`src/hw/rtl/lcr_pkg.sv`:
```
package lcr_pkg;

	localparam int ADC_BITS  = 24;
	localparam int SUM_BITS  = 40;
	localparam int DIV_STEPS = SUM_BITS;
	localparam int DCNT_BITS = $clog2(DIV_STEPS);

	localparam logic [ADC_BITS-1:0] SIGN_FLIP = 24'h800000;

	// action codes
	localparam logic [1:0] ACT_NONE  = 2'd0;
	localparam logic [1:0] ACT_WEIGH = 2'd1;
	localparam logic [1:0] ACT_TARE  = 2'd2;
	localparam logic [1:0] ACT_AVG   = 2'd3;

	// register indexes
	localparam logic [1:0] REG_TIMEOUT = 2'd0;
	localparam logic [1:0] REG_GAP     = 2'd1;
	localparam logic [1:0] REG_SCALE   = 2'd2;

	typedef enum logic [2:0] {
		PH_IDLE, PH_WAIT, PH_HIGH, PH_LOW, PH_XHIGH, PH_XLOW, PH_GAP
	} phase_t;

	typedef enum logic [2:0] {
		CS_TICK, CS_MUL, CS_ACC, CS_DIV, CS_FIN
	} ctl_state_t;

	// what a tick or an accumulate step leads to
	typedef enum logic [1:0] {
		K_PLAIN, K_SAMPLE, K_DIV
	} kind_t;

	typedef struct packed {
		logic tick;
		logic mul;
		logic acc;
		logic div;
		logic fin;
		logic load;
	} cmd_t;

	typedef struct packed {
		kind_t kind;
		logic  div_last;
	} sts_t;

endpackage

```
`src/hw/rtl/lcr_in_if.sv`:
```
interface lcr_in_if;
	import lcr_pkg::*;
	logic       valid;
	logic       ready;
	logic [1:0] action;
	logic [7:0] sample_count;
	logic       data_pin;

	modport source (output valid, action, sample_count, data_pin, input ready);
	modport sink (input valid, action, sample_count, data_pin, output ready);
endinterface

```
`src/hw/rtl/lcr_out_if.sv`:
```
interface lcr_out_if;
	logic        valid;
	logic        ready;
	logic        clock_pin;
	logic        busy_res;
	logic        done_res;
	logic        status;
	logic [31:0] weight;
	logic [23:0] tare_value;

	modport source (output valid, clock_pin, busy_res, done_res, status, weight, tare_value,
		input ready);
	modport sink (input valid, clock_pin, busy_res, done_res, status, weight, tare_value,
		output ready);
endinterface

```
`src/hw/rtl/lcr_ctrl.sv`:
```
module lcr_ctrl import lcr_pkg::*; (
	input  logic clk,
	input  logic arst_n,
	input  logic in_valid,
	output logic in_ready,
	input  logic out_ready,
	output logic out_valid,
	input  sts_t sts,
	output cmd_t cmd
);

	ctl_state_t state_q, state_nxt;
	logic       ovalid_q;

	always_comb begin
		state_nxt = state_q;
		case (state_q)
			CS_TICK: begin
				if (cmd.tick) begin
					case (sts.kind)
						K_SAMPLE: state_nxt = CS_MUL;
						K_DIV:    state_nxt = CS_DIV;
						default:  state_nxt = CS_TICK;
					endcase
				end
			end
			CS_MUL: state_nxt = CS_ACC;
			CS_ACC: state_nxt = (sts.kind == K_DIV) ? CS_DIV : CS_TICK;
			CS_DIV: if (sts.div_last) state_nxt = CS_FIN;
			CS_FIN: state_nxt = CS_TICK;
			default: state_nxt = CS_TICK;
		endcase
	end

	always_comb begin
		in_ready = (state_q == CS_TICK) && (!ovalid_q || out_ready);
		cmd.tick = in_ready && in_valid;
		cmd.mul  = (state_q == CS_MUL);
		cmd.acc  = (state_q == CS_ACC);
		cmd.div  = (state_q == CS_DIV);
		cmd.fin  = (state_q == CS_FIN);
		cmd.load = ((cmd.tick || cmd.acc) && sts.kind == K_PLAIN) || cmd.fin;
	end

	assign out_valid = ovalid_q;

	always_ff @(posedge clk or negedge arst_n) begin
		if (!arst_n) begin
			state_q  <= CS_TICK;
			ovalid_q <= 1'b0;
		end else begin
			state_q <= state_nxt;
			if (cmd.load)
				ovalid_q <= 1'b1;
			else if (out_ready)
				ovalid_q <= 1'b0;
		end
	end

endmodule

```
`src/hw/rtl/lcr_dp.sv`:
```
module lcr_dp import lcr_pkg::*; (
	input  logic        clk,
	input  logic        arst_n,
	input  cmd_t        cmd,
	output sts_t        sts,
	input  logic [1:0]  action,
	input  logic [7:0]  sample_count,
	input  logic        data_pin,
	input  logic        cfg_we,
	input  logic [1:0]  cfg_index,
	input  logic [23:0] cfg_data,
	output logic        clock_pin,
	output logic        busy_res,
	output logic        done_res,
	output logic        status,
	output logic [31:0] weight,
	output logic [23:0] tare_value
);

	logic [23:0] timeout_q, gap_q, scale_q;

	phase_t                phase_q, n_phase;
	logic [1:0]            op_q, n_op;
	logic [4:0]            bit_q, n_bit;
	logic [ADC_BITS-1:0]   shift_q, n_shift;
	logic [23:0]           wait_q, n_wait;
	logic [7:0]            left_q, n_left;
	logic [7:0]            valid_q, n_valid;
	logic [SUM_BITS-1:0]   sum_q, n_sum;
	logic [23:0]           tare_q, n_tare;
	logic [31:0]           weight_q, n_weight;
	logic [7:0]            rem_q, n_rem;
	logic [DCNT_BITS-1:0]  dcnt_q, n_dcnt;
	logic [47:0]           prod_s1;

	logic        r_clk, r_done, r_status;
	kind_t       kind;
	logic [23:0] raw;
	logic [31:0] term;
	logic [8:0]  trial;
	logic        ge;
	logic        finish;

	assign raw = shift_q ^ SIGN_FLIP;
	assign trial = {rem_q, sum_q[SUM_BITS-1]};
	assign ge = trial >= {1'b0, valid_q};

	always_comb begin
		n_phase  = phase_q;
		n_op     = op_q;
		n_bit    = bit_q;
		n_shift  = shift_q;
		n_wait   = wait_q;
		n_left   = left_q;
		n_valid  = valid_q;
		n_sum    = sum_q;
		n_tare   = tare_q;
		n_weight = weight_q;
		n_rem    = rem_q;
		n_dcnt   = dcnt_q;
		r_clk    = 1'b0;
		r_done   = 1'b0;
		r_status = 1'b0;
		kind     = K_PLAIN;
		term     = '0;
		finish   = 1'b0;

		if (cmd.acc) begin
			if (raw != '0) begin
				if (op_q == ACT_TARE)
					term = {8'd0, raw};
				else if (raw > tare_q)
					term = prod_s1[47:16];
				n_sum   = sum_q + {8'd0, term};
				n_valid = valid_q + 8'd1;
			end
			n_left = left_q - 8'd1;
			if (op_q != ACT_WEIGH && gap_q != '0) begin
				n_phase = PH_GAP;
				n_wait  = '0;
			end else if (n_left == '0) begin
				finish = 1'b1;
			end else begin
				n_phase = PH_WAIT;
				n_wait  = '0;
			end
		end else if (cmd.div) begin
			n_rem  = ge ? 8'(trial - {1'b0, valid_q}) : trial[7:0];
			n_sum  = {sum_q[SUM_BITS-2:0], ge};
			n_dcnt = dcnt_q + 1'b1;
		end else if (cmd.fin) begin
			if (op_q == ACT_TARE)
				n_tare = sum_q[23:0];
			else
				n_weight = sum_q[31:0];
			r_done = 1'b1;
		end else begin
			case (phase_q)
				PH_IDLE: begin
					if (action != ACT_NONE) begin
						n_op    = action;
						n_left  = (action == ACT_WEIGH || sample_count == '0) ? 8'd1
							: sample_count;
						n_valid = '0;
						n_sum   = '0;
						n_wait  = '0;
						n_phase = PH_WAIT;
					end
				end
				PH_WAIT: begin
					if (!data_pin) begin
						n_bit   = '0;
						n_shift = '0;
						n_phase = PH_HIGH;
					end else begin
						n_wait = wait_q + 24'd1;
						if (n_wait >= timeout_q) begin
							n_shift = SIGN_FLIP;  // raw zero: invalid sample
							kind    = K_SAMPLE;
						end
					end
				end
				PH_HIGH: begin
					r_clk   = 1'b1;
					n_phase = PH_LOW;
				end
				PH_LOW: begin
					n_shift = {shift_q[ADC_BITS-2:0], data_pin};
					n_bit   = bit_q + 5'd1;
					n_phase = (n_bit >= 5'(ADC_BITS)) ? PH_XHIGH : PH_HIGH;
				end
				PH_XHIGH: begin
					r_clk   = 1'b1;
					n_phase = PH_XLOW;
				end
				PH_XLOW: kind = K_SAMPLE;
				PH_GAP: begin
					n_wait = wait_q + 24'd1;
					if (n_wait >= gap_q) begin
						if (left_q == '0) begin
							finish = 1'b1;
						end else begin
							n_phase = PH_WAIT;
							n_wait  = '0;
						end
					end
				end
				default: n_phase = PH_IDLE;
			endcase
		end

		if (finish) begin
			n_phase = PH_IDLE;
			if (n_valid != '0) begin
				kind   = K_DIV;
				n_rem  = '0;
				n_dcnt = '0;
			end else begin
				r_done   = 1'b1;
				r_status = 1'b1;
			end
		end
	end

	assign sts.kind     = kind;
	assign sts.div_last = (dcnt_q == DCNT_BITS'(DIV_STEPS - 1));

	always_ff @(posedge clk or negedge arst_n) begin
		if (!arst_n) begin
			timeout_q <= 24'd100000;
			gap_q     <= 24'd1000;
			scale_q   <= 24'd65536;
			phase_q   <= PH_IDLE;
			op_q      <= '0;
			bit_q     <= '0;
			shift_q   <= '0;
			wait_q    <= '0;
			left_q    <= '0;
			valid_q   <= '0;
			sum_q     <= '0;
			tare_q    <= '0;
			weight_q  <= '0;
			rem_q     <= '0;
			dcnt_q    <= '0;
		end else begin
			if (cfg_we) begin
				case (cfg_index)
					REG_TIMEOUT: timeout_q <= cfg_data;
					REG_GAP:     gap_q     <= cfg_data;
					REG_SCALE:   scale_q   <= cfg_data;
					default:     ;
				endcase
			end
			if (cmd.tick || cmd.acc || cmd.div || cmd.fin) begin
				phase_q  <= n_phase;
				op_q     <= n_op;
				bit_q    <= n_bit;
				shift_q  <= n_shift;
				wait_q   <= n_wait;
				left_q   <= n_left;
				valid_q  <= n_valid;
				sum_q    <= n_sum;
				tare_q   <= n_tare;
				weight_q <= n_weight;
				rem_q    <= n_rem;
				dcnt_q   <= n_dcnt;
			end
		end
	end

	// product and result beat: payload only
	always_ff @(posedge clk) begin
		if (cmd.mul)
			prod_s1 <= 48'(raw - tare_q) * 48'(scale_q);
		if (cmd.load) begin
			clock_pin  <= r_clk;
			busy_res   <= (n_phase != PH_IDLE);
			done_res   <= r_done;
			status     <= r_status;
			weight     <= n_weight;
			tare_value <= n_tare;
		end
	end

endmodule

```
`src/hw/rtl/load_cell_adc_reader_with_tare.sv`:
```
// Channel | Dir | Payload                                              | Beat
// in_ch   | in  | action[1:0], sample_count[7:0], data_pin             | one sensor tick
// out_ch  | out | clock_pin, busy_res, done_res, status, weight[31:0], | one per tick
//         |     | tare_value[23:0]                                     |
// cfg     | in  | cfg_we, cfg_index[1:0], cfg_data[23:0]               | register write
//
// Most ticks have their result registered on the accepting edge.
// The tick ending a sample also passes the product register and accumulate.
// A tick ending an operation with valid samples also divides: the mean
// comes from a restoring divider, one quotient bit a cycle over the 40-bit sum.
// A stalled out_ch holds its beat; in_ch is taken while that beat leaves.
// Reset (arst_n, async) clears the sequencer and loads register defaults.
module load_cell_adc_reader_with_tare import lcr_pkg::*; (
	input  logic        clk,
	input  logic        arst_n,
	lcr_in_if.sink      in_ch,
	lcr_out_if.source   out_ch,
	input  logic        cfg_we,
	input  logic [1:0]  cfg_index,
	input  logic [23:0] cfg_data
);

	cmd_t cmd;
	sts_t sts;

	// sequencing and output-beat valid
	lcr_ctrl u_ctrl (
		.clk       (clk),
		.arst_n    (arst_n),
		.in_valid  (in_ch.valid),
		.in_ready  (in_ch.ready),
		.out_ready (out_ch.ready),
		.out_valid (out_ch.valid),
		.sts       (sts),
		.cmd       (cmd)
	);

	// serial state, accumulation, divider, stored tare/weight
	lcr_dp u_dp (
		.clk          (clk),
		.arst_n       (arst_n),
		.cmd          (cmd),
		.sts          (sts),
		.action       (in_ch.action),
		.sample_count (in_ch.sample_count),
		.data_pin     (in_ch.data_pin),
		.cfg_we       (cfg_we),
		.cfg_index    (cfg_index),
		.cfg_data     (cfg_data),
		.clock_pin    (out_ch.clock_pin),
		.busy_res     (out_ch.busy_res),
		.done_res     (out_ch.done_res),
		.status       (out_ch.status),
		.weight       (out_ch.weight),
		.tare_value   (out_ch.tare_value)
	);

endmodule

```
`src/flat_wrapper.sv`:
```
// flat-port wrapper written by rule: the top's interface ports become plain ports
module load_cell_adc_reader_with_tare_flat import lcr_pkg::*;
  (clk, arst_n, cfg_we, cfg_index, cfg_data, in_ch_valid, in_ch_action, in_ch_sample_count, in_ch_data_pin, in_ch_ready, out_ch_valid, out_ch_clock_pin, out_ch_busy_res, out_ch_done_res, out_ch_status, out_ch_weight, out_ch_tare_value, out_ch_ready);
  lcr_in_if in_ch_i ();
  lcr_out_if out_ch_i ();
  input  logic clk;
  input  logic arst_n;
  input  logic cfg_we;
  input  logic [1:0] cfg_index;
  input  logic [23:0] cfg_data;
  input wire logic [$bits(in_ch_i.valid)-1:0] in_ch_valid;
  input wire logic [$bits(in_ch_i.action)-1:0] in_ch_action;
  input wire logic [$bits(in_ch_i.sample_count)-1:0] in_ch_sample_count;
  input wire logic [$bits(in_ch_i.data_pin)-1:0] in_ch_data_pin;
  output wire logic [$bits(in_ch_i.ready)-1:0] in_ch_ready;
  output wire logic [$bits(out_ch_i.valid)-1:0] out_ch_valid;
  output wire logic [$bits(out_ch_i.clock_pin)-1:0] out_ch_clock_pin;
  output wire logic [$bits(out_ch_i.busy_res)-1:0] out_ch_busy_res;
  output wire logic [$bits(out_ch_i.done_res)-1:0] out_ch_done_res;
  output wire logic [$bits(out_ch_i.status)-1:0] out_ch_status;
  output wire logic [$bits(out_ch_i.weight)-1:0] out_ch_weight;
  output wire logic [$bits(out_ch_i.tare_value)-1:0] out_ch_tare_value;
  input wire logic [$bits(out_ch_i.ready)-1:0] out_ch_ready;
  assign in_ch_i.valid = in_ch_valid;
  assign in_ch_i.action = in_ch_action;
  assign in_ch_i.sample_count = in_ch_sample_count;
  assign in_ch_i.data_pin = in_ch_data_pin;
  assign in_ch_ready = in_ch_i.ready;
  assign out_ch_valid = out_ch_i.valid;
  assign out_ch_clock_pin = out_ch_i.clock_pin;
  assign out_ch_busy_res = out_ch_i.busy_res;
  assign out_ch_done_res = out_ch_i.done_res;
  assign out_ch_status = out_ch_i.status;
  assign out_ch_weight = out_ch_i.weight;
  assign out_ch_tare_value = out_ch_i.tare_value;
  assign out_ch_i.ready = out_ch_ready;
  load_cell_adc_reader_with_tare u_core (.clk(clk), .arst_n(arst_n), .in_ch(in_ch_i), .out_ch(out_ch_i), .cfg_we(cfg_we), .cfg_index(cfg_index), .cfg_data(cfg_data));
endmodule
```
`config.mk`:
```
export PLATFORM = sky130hd
export DESIGN_NAME = load_cell_adc_reader_with_tare_flat
export DESIGN_NICKNAME = d
export VERILOG_FILES = /design/src/hw/rtl/lcr_pkg.sv /design/src/hw/rtl/lcr_in_if.sv /design/src/hw/rtl/lcr_out_if.sv /design/src/hw/rtl/lcr_ctrl.sv /design/src/hw/rtl/lcr_dp.sv /design/src/hw/rtl/load_cell_adc_reader_with_tare.sv /design/src/flat_wrapper.sv
export SDC_FILE = /design/constraint.sdc
export NUM_CORES = 2
export LEC_CHECK = 0
export ABC_CLOCK_PERIOD_IN_PS = 8500
export BUFFER_PORTS_ARGS = -buffer_cell sky130_fd_sc_hd__buf_2
export CAP_MARGIN = 0
export CORE_MARGIN = 3
export CORE_UTILIZATION = 28
export DETAILED_ROUTE_END_ITERATION = 8
export PLACE_DENSITY = 0.43
export SLEW_MARGIN = 15
export SYNTH_ARGS = -nofsm -noshare
export SYNTH_HDL_FRONTEND = slang
export SYNTH_SLANG_ARGS = --single-unit
export TNS_END_PERCENT = 10
```
`constraint.sdc`:
```
create_clock -name clk -period 8.5 [get_ports clk]
set_input_delay 0.85 -clock clk [delete_from_list [all_inputs] [get_ports clk]]
set_output_delay 0.85 -clock clk [all_outputs]
set_load 0.01 [all_outputs]
```
==> results.cfg <==
[synth]
ys_seq_area_share_pct = 22.6
synthCells = 4181
yosys-top-cells-area = fa_1 (30%), dfrtp_1 (15%), ha_1 (7.8%)
ys.warnings.count = 0
netlist_area_sq_um = 41200
yosys.area.top_type = fa_1
synthDominantCellAreaShare_pct = 30.1
synth-edff-count = 92
synth-main-ff-cell = dfrtp_1
async_flop_share_pct = 73.9
synthesis.nets = 5099
syn_avg_cell_area_sq_um = 9.85
ys_ff_latch = 352
netlist-cell-type-count = 88

[clocking]
clk_pin_slew_ns = 0.06
cts_sinks = 352
cts_tree = done
clk_path_buf_depth = 3
worstSkewPairLatency_ns = 0.58
root_buffer = clkbuf_16
cts_inserted_buffers = 45
cts_max_level = 2

[timing]
fin_ws_ns = -0.303
slew_headroom_pct = 26.1
min_period_ns = 8.80
setup_violations = 12
post-route-period-util_pct = 104
rsz0062_at_grt = true
worst_pin_slew_ns = 1.11
fmax_ghz = 0.114
hold_viol = 0
skew_ns = 0.0270
tns_ns = -2.12
maxSlewViolCount = 0

[final_layout]
finalNetCount = 5438
drive_gt1_share_pct = 19.2
mostFrequentLayoutCell = inv_1
syn_to_final_growth_pct = 18.6
mostFrequentLayoutCells = inv_1 (765), fa_1 (603), nand2_1 (397)
nFillCells = 15015

[setup_path]
cpMostUsedCell = fa_1
end_kind = flop
path_max_fanout = 6
worstPathRequired_ns = 8.81
crit_slowest_cell = fa_1
max_stage_delay_ns = 0.54
startpoint_type = flop
crit_type = reg2reg
cp_data_arrival_time_ns = 9.11

[place]
dp_slack_ns = -0.654
dp_hpwl_um = 99400
place_congestion = 0.857
port_buffers = 103

[global_routing]
grtUsageTotal_pct = 16.7
first_global_vias = 31906
gr-total-overflow = 0
antenna_found_initial = 4
grt_pass1_wl_um = 197000
grt_max_degree = 146

[floorplanning]
die_y_um = 389
dieWidth_um = 389
initial_core_util_pct = 28.2
core-area_sq_um = 146000
pin_count = 104
dieArea_sq_um = 152000
fp-row-count = 140

[detailed_routing]
routed_wl_um = 125000
dr.first_iter.drc_count = 1527
viasPerCell = 4.58
vias = 29662
wl_per_cell_um = 19.3
detail-route-antenna-nets = 0
drc = 0
drtPass1Iterations = 5

[run]
max_cap_viol_count = 0

[status]
status = finished with violations
failed_checks = negative setup slack

[worst_hold_path]
min_path_type = in2async
-- critical path: cells and delay by family, from the launching register on --
kind            cells  cell delay (ns)
flops               1             0.38
compound gates      7             1.35
buf+inv             9             0.97
fa+ha+maj           9             4.18
simple gates        7             1.27
xor+xnor            3             0.35
-- Yosys cell counts (10+ instances only) --
library cell / n
o21bai_1: 11
fa_1: 619
clkbuf_1: 156
xor2_1: 43
nand3_1: 48
a21oi_1: 118
a211oi_1: 18
nand2_1: 404
o21ai_0: 111
a221oi_1: 28
and3_1: 21
a31oi_1: 17
nand4_1: 26
mux2_2: 161
nor4_1: 20
nor3b_1: 15
dfstp_2: 13
o21a_1: 19
nor2_1: 132
dfrtp_1: 247
inv_1: 775
nand2b_1: 45
xnor2_1: 79
nor3_1: 28
a21o_1: 68
and2_1: 329
or3_1: 10
edfxtp_1: 92
nor2b_1: 49
a22o_1: 56
o31ai_1: 12
ha_1: 257
-- stage by stage --
stage	util [%]	hold slack, ns	instance area, sq um	std cells
finish	33.5	0.218	48800	6473
floorplan	-	0.439	41200	4181
detailed placement	31.9	0.460	46500	6365
global placement	31.9	0.451	46500	6365
CTS	33.3	0.214	48500	6463
global route	33.5	0.243	48800	6472
-- layout make-up --
cell class	instances	area, sq um	share of cell area [%]
well taps	1917	2400	4.91
inverters	775	2910	5.96
clock inverters	24	246	0.505
flip-flops and latches	352	9290	19.0
multi-input cells	2880	29100	59.6
repair buffers	466	3660	7.49
diodes	1	2.50	0.00512
clock buffers	58	1230	2.51
-- kinds of logic after synthesis --
family                   Yosys count  share of synthesized area, %
AND/OR/NAND/NOR                 1166                          14.5
XOR/XNOR                         122                          2.60
buffers and inverters            949                          8.73
multiplexers                     170                          4.62
AO/OA/AOI/OAI                    546                          9.11
adder cells (fa/ha/maj)          876                          37.9
flip-flops                       352                          22.6
-- registers in the layout, summed over array words and instances, names as in the netlist, 24 cells and up --
register / flops
u_core.u_dp.tare_value: 24
u_core.u_dp.wait_q: 24
u_core.u_dp.timeout_q: 24
u_core.u_dp.gap_q: 24
u_core.u_dp.tare_q: 24
u_core.u_dp.sum_q: 40
u_core.u_dp.scale_q: 24
u_core.u_dp.shift_q: 24
u_core.u_dp.weight: 32
u_core.u_dp.weight_q: 32
u_core.u_dp.prod_s1: 32
-- path summary, 6_finish.rpt --
| check | startpoint | to | slack, ns | cells past startpoint |
|---|---|---|---|---|
| worst min-delay path | arst_n | u_core.u_dp.rem_q[2] | 0.22 | 1 |
| worst min register to register | u_core.u_dp.weight_q[16] | u_core.u_dp.weight_q[16] | 0.47 | 2 |
| worst max register to register | u_core.u_dp.shift_q[1] | u_core.u_dp.prod_s1[47] | -0.30 | 35 |
| max in group asynchronous | arst_n | u_core.u_dp.scale_q[20] | 6.95 | 2 |
| min in group clk | u_core.u_dp.weight_q[16] | u_core.u_dp.weight_q[16] | 0.47 | 2 |
| worst max-delay path | u_core.u_dp.shift_q[1] | u_core.u_dp.prod_s1[47] | -0.30 | 35 |
-- repair_timing --
item	in CTS	in global routing
hold buffers	0	0
gates cloned	1	0
gates resized for setup	88	49
setup endpoints to repair	22	28
pin swaps	52	48
setup buffers	15	10
-- routing by layer --
metal | track usage [%] | part of all wire [%] | vias up
li1 | - | - | 14016
met4 | 2.45 | 1.3 | 0
met5 | 0 | 0 | -
met2 | 26.3 | 44 | 491
met3 | 2.03 | 3.9 | 80
met1 | 25.1 | 51 | 15075
Power is not shown: default switching activity piles up to over one toggle a cycle in this logic, so the estimate is an artifact.
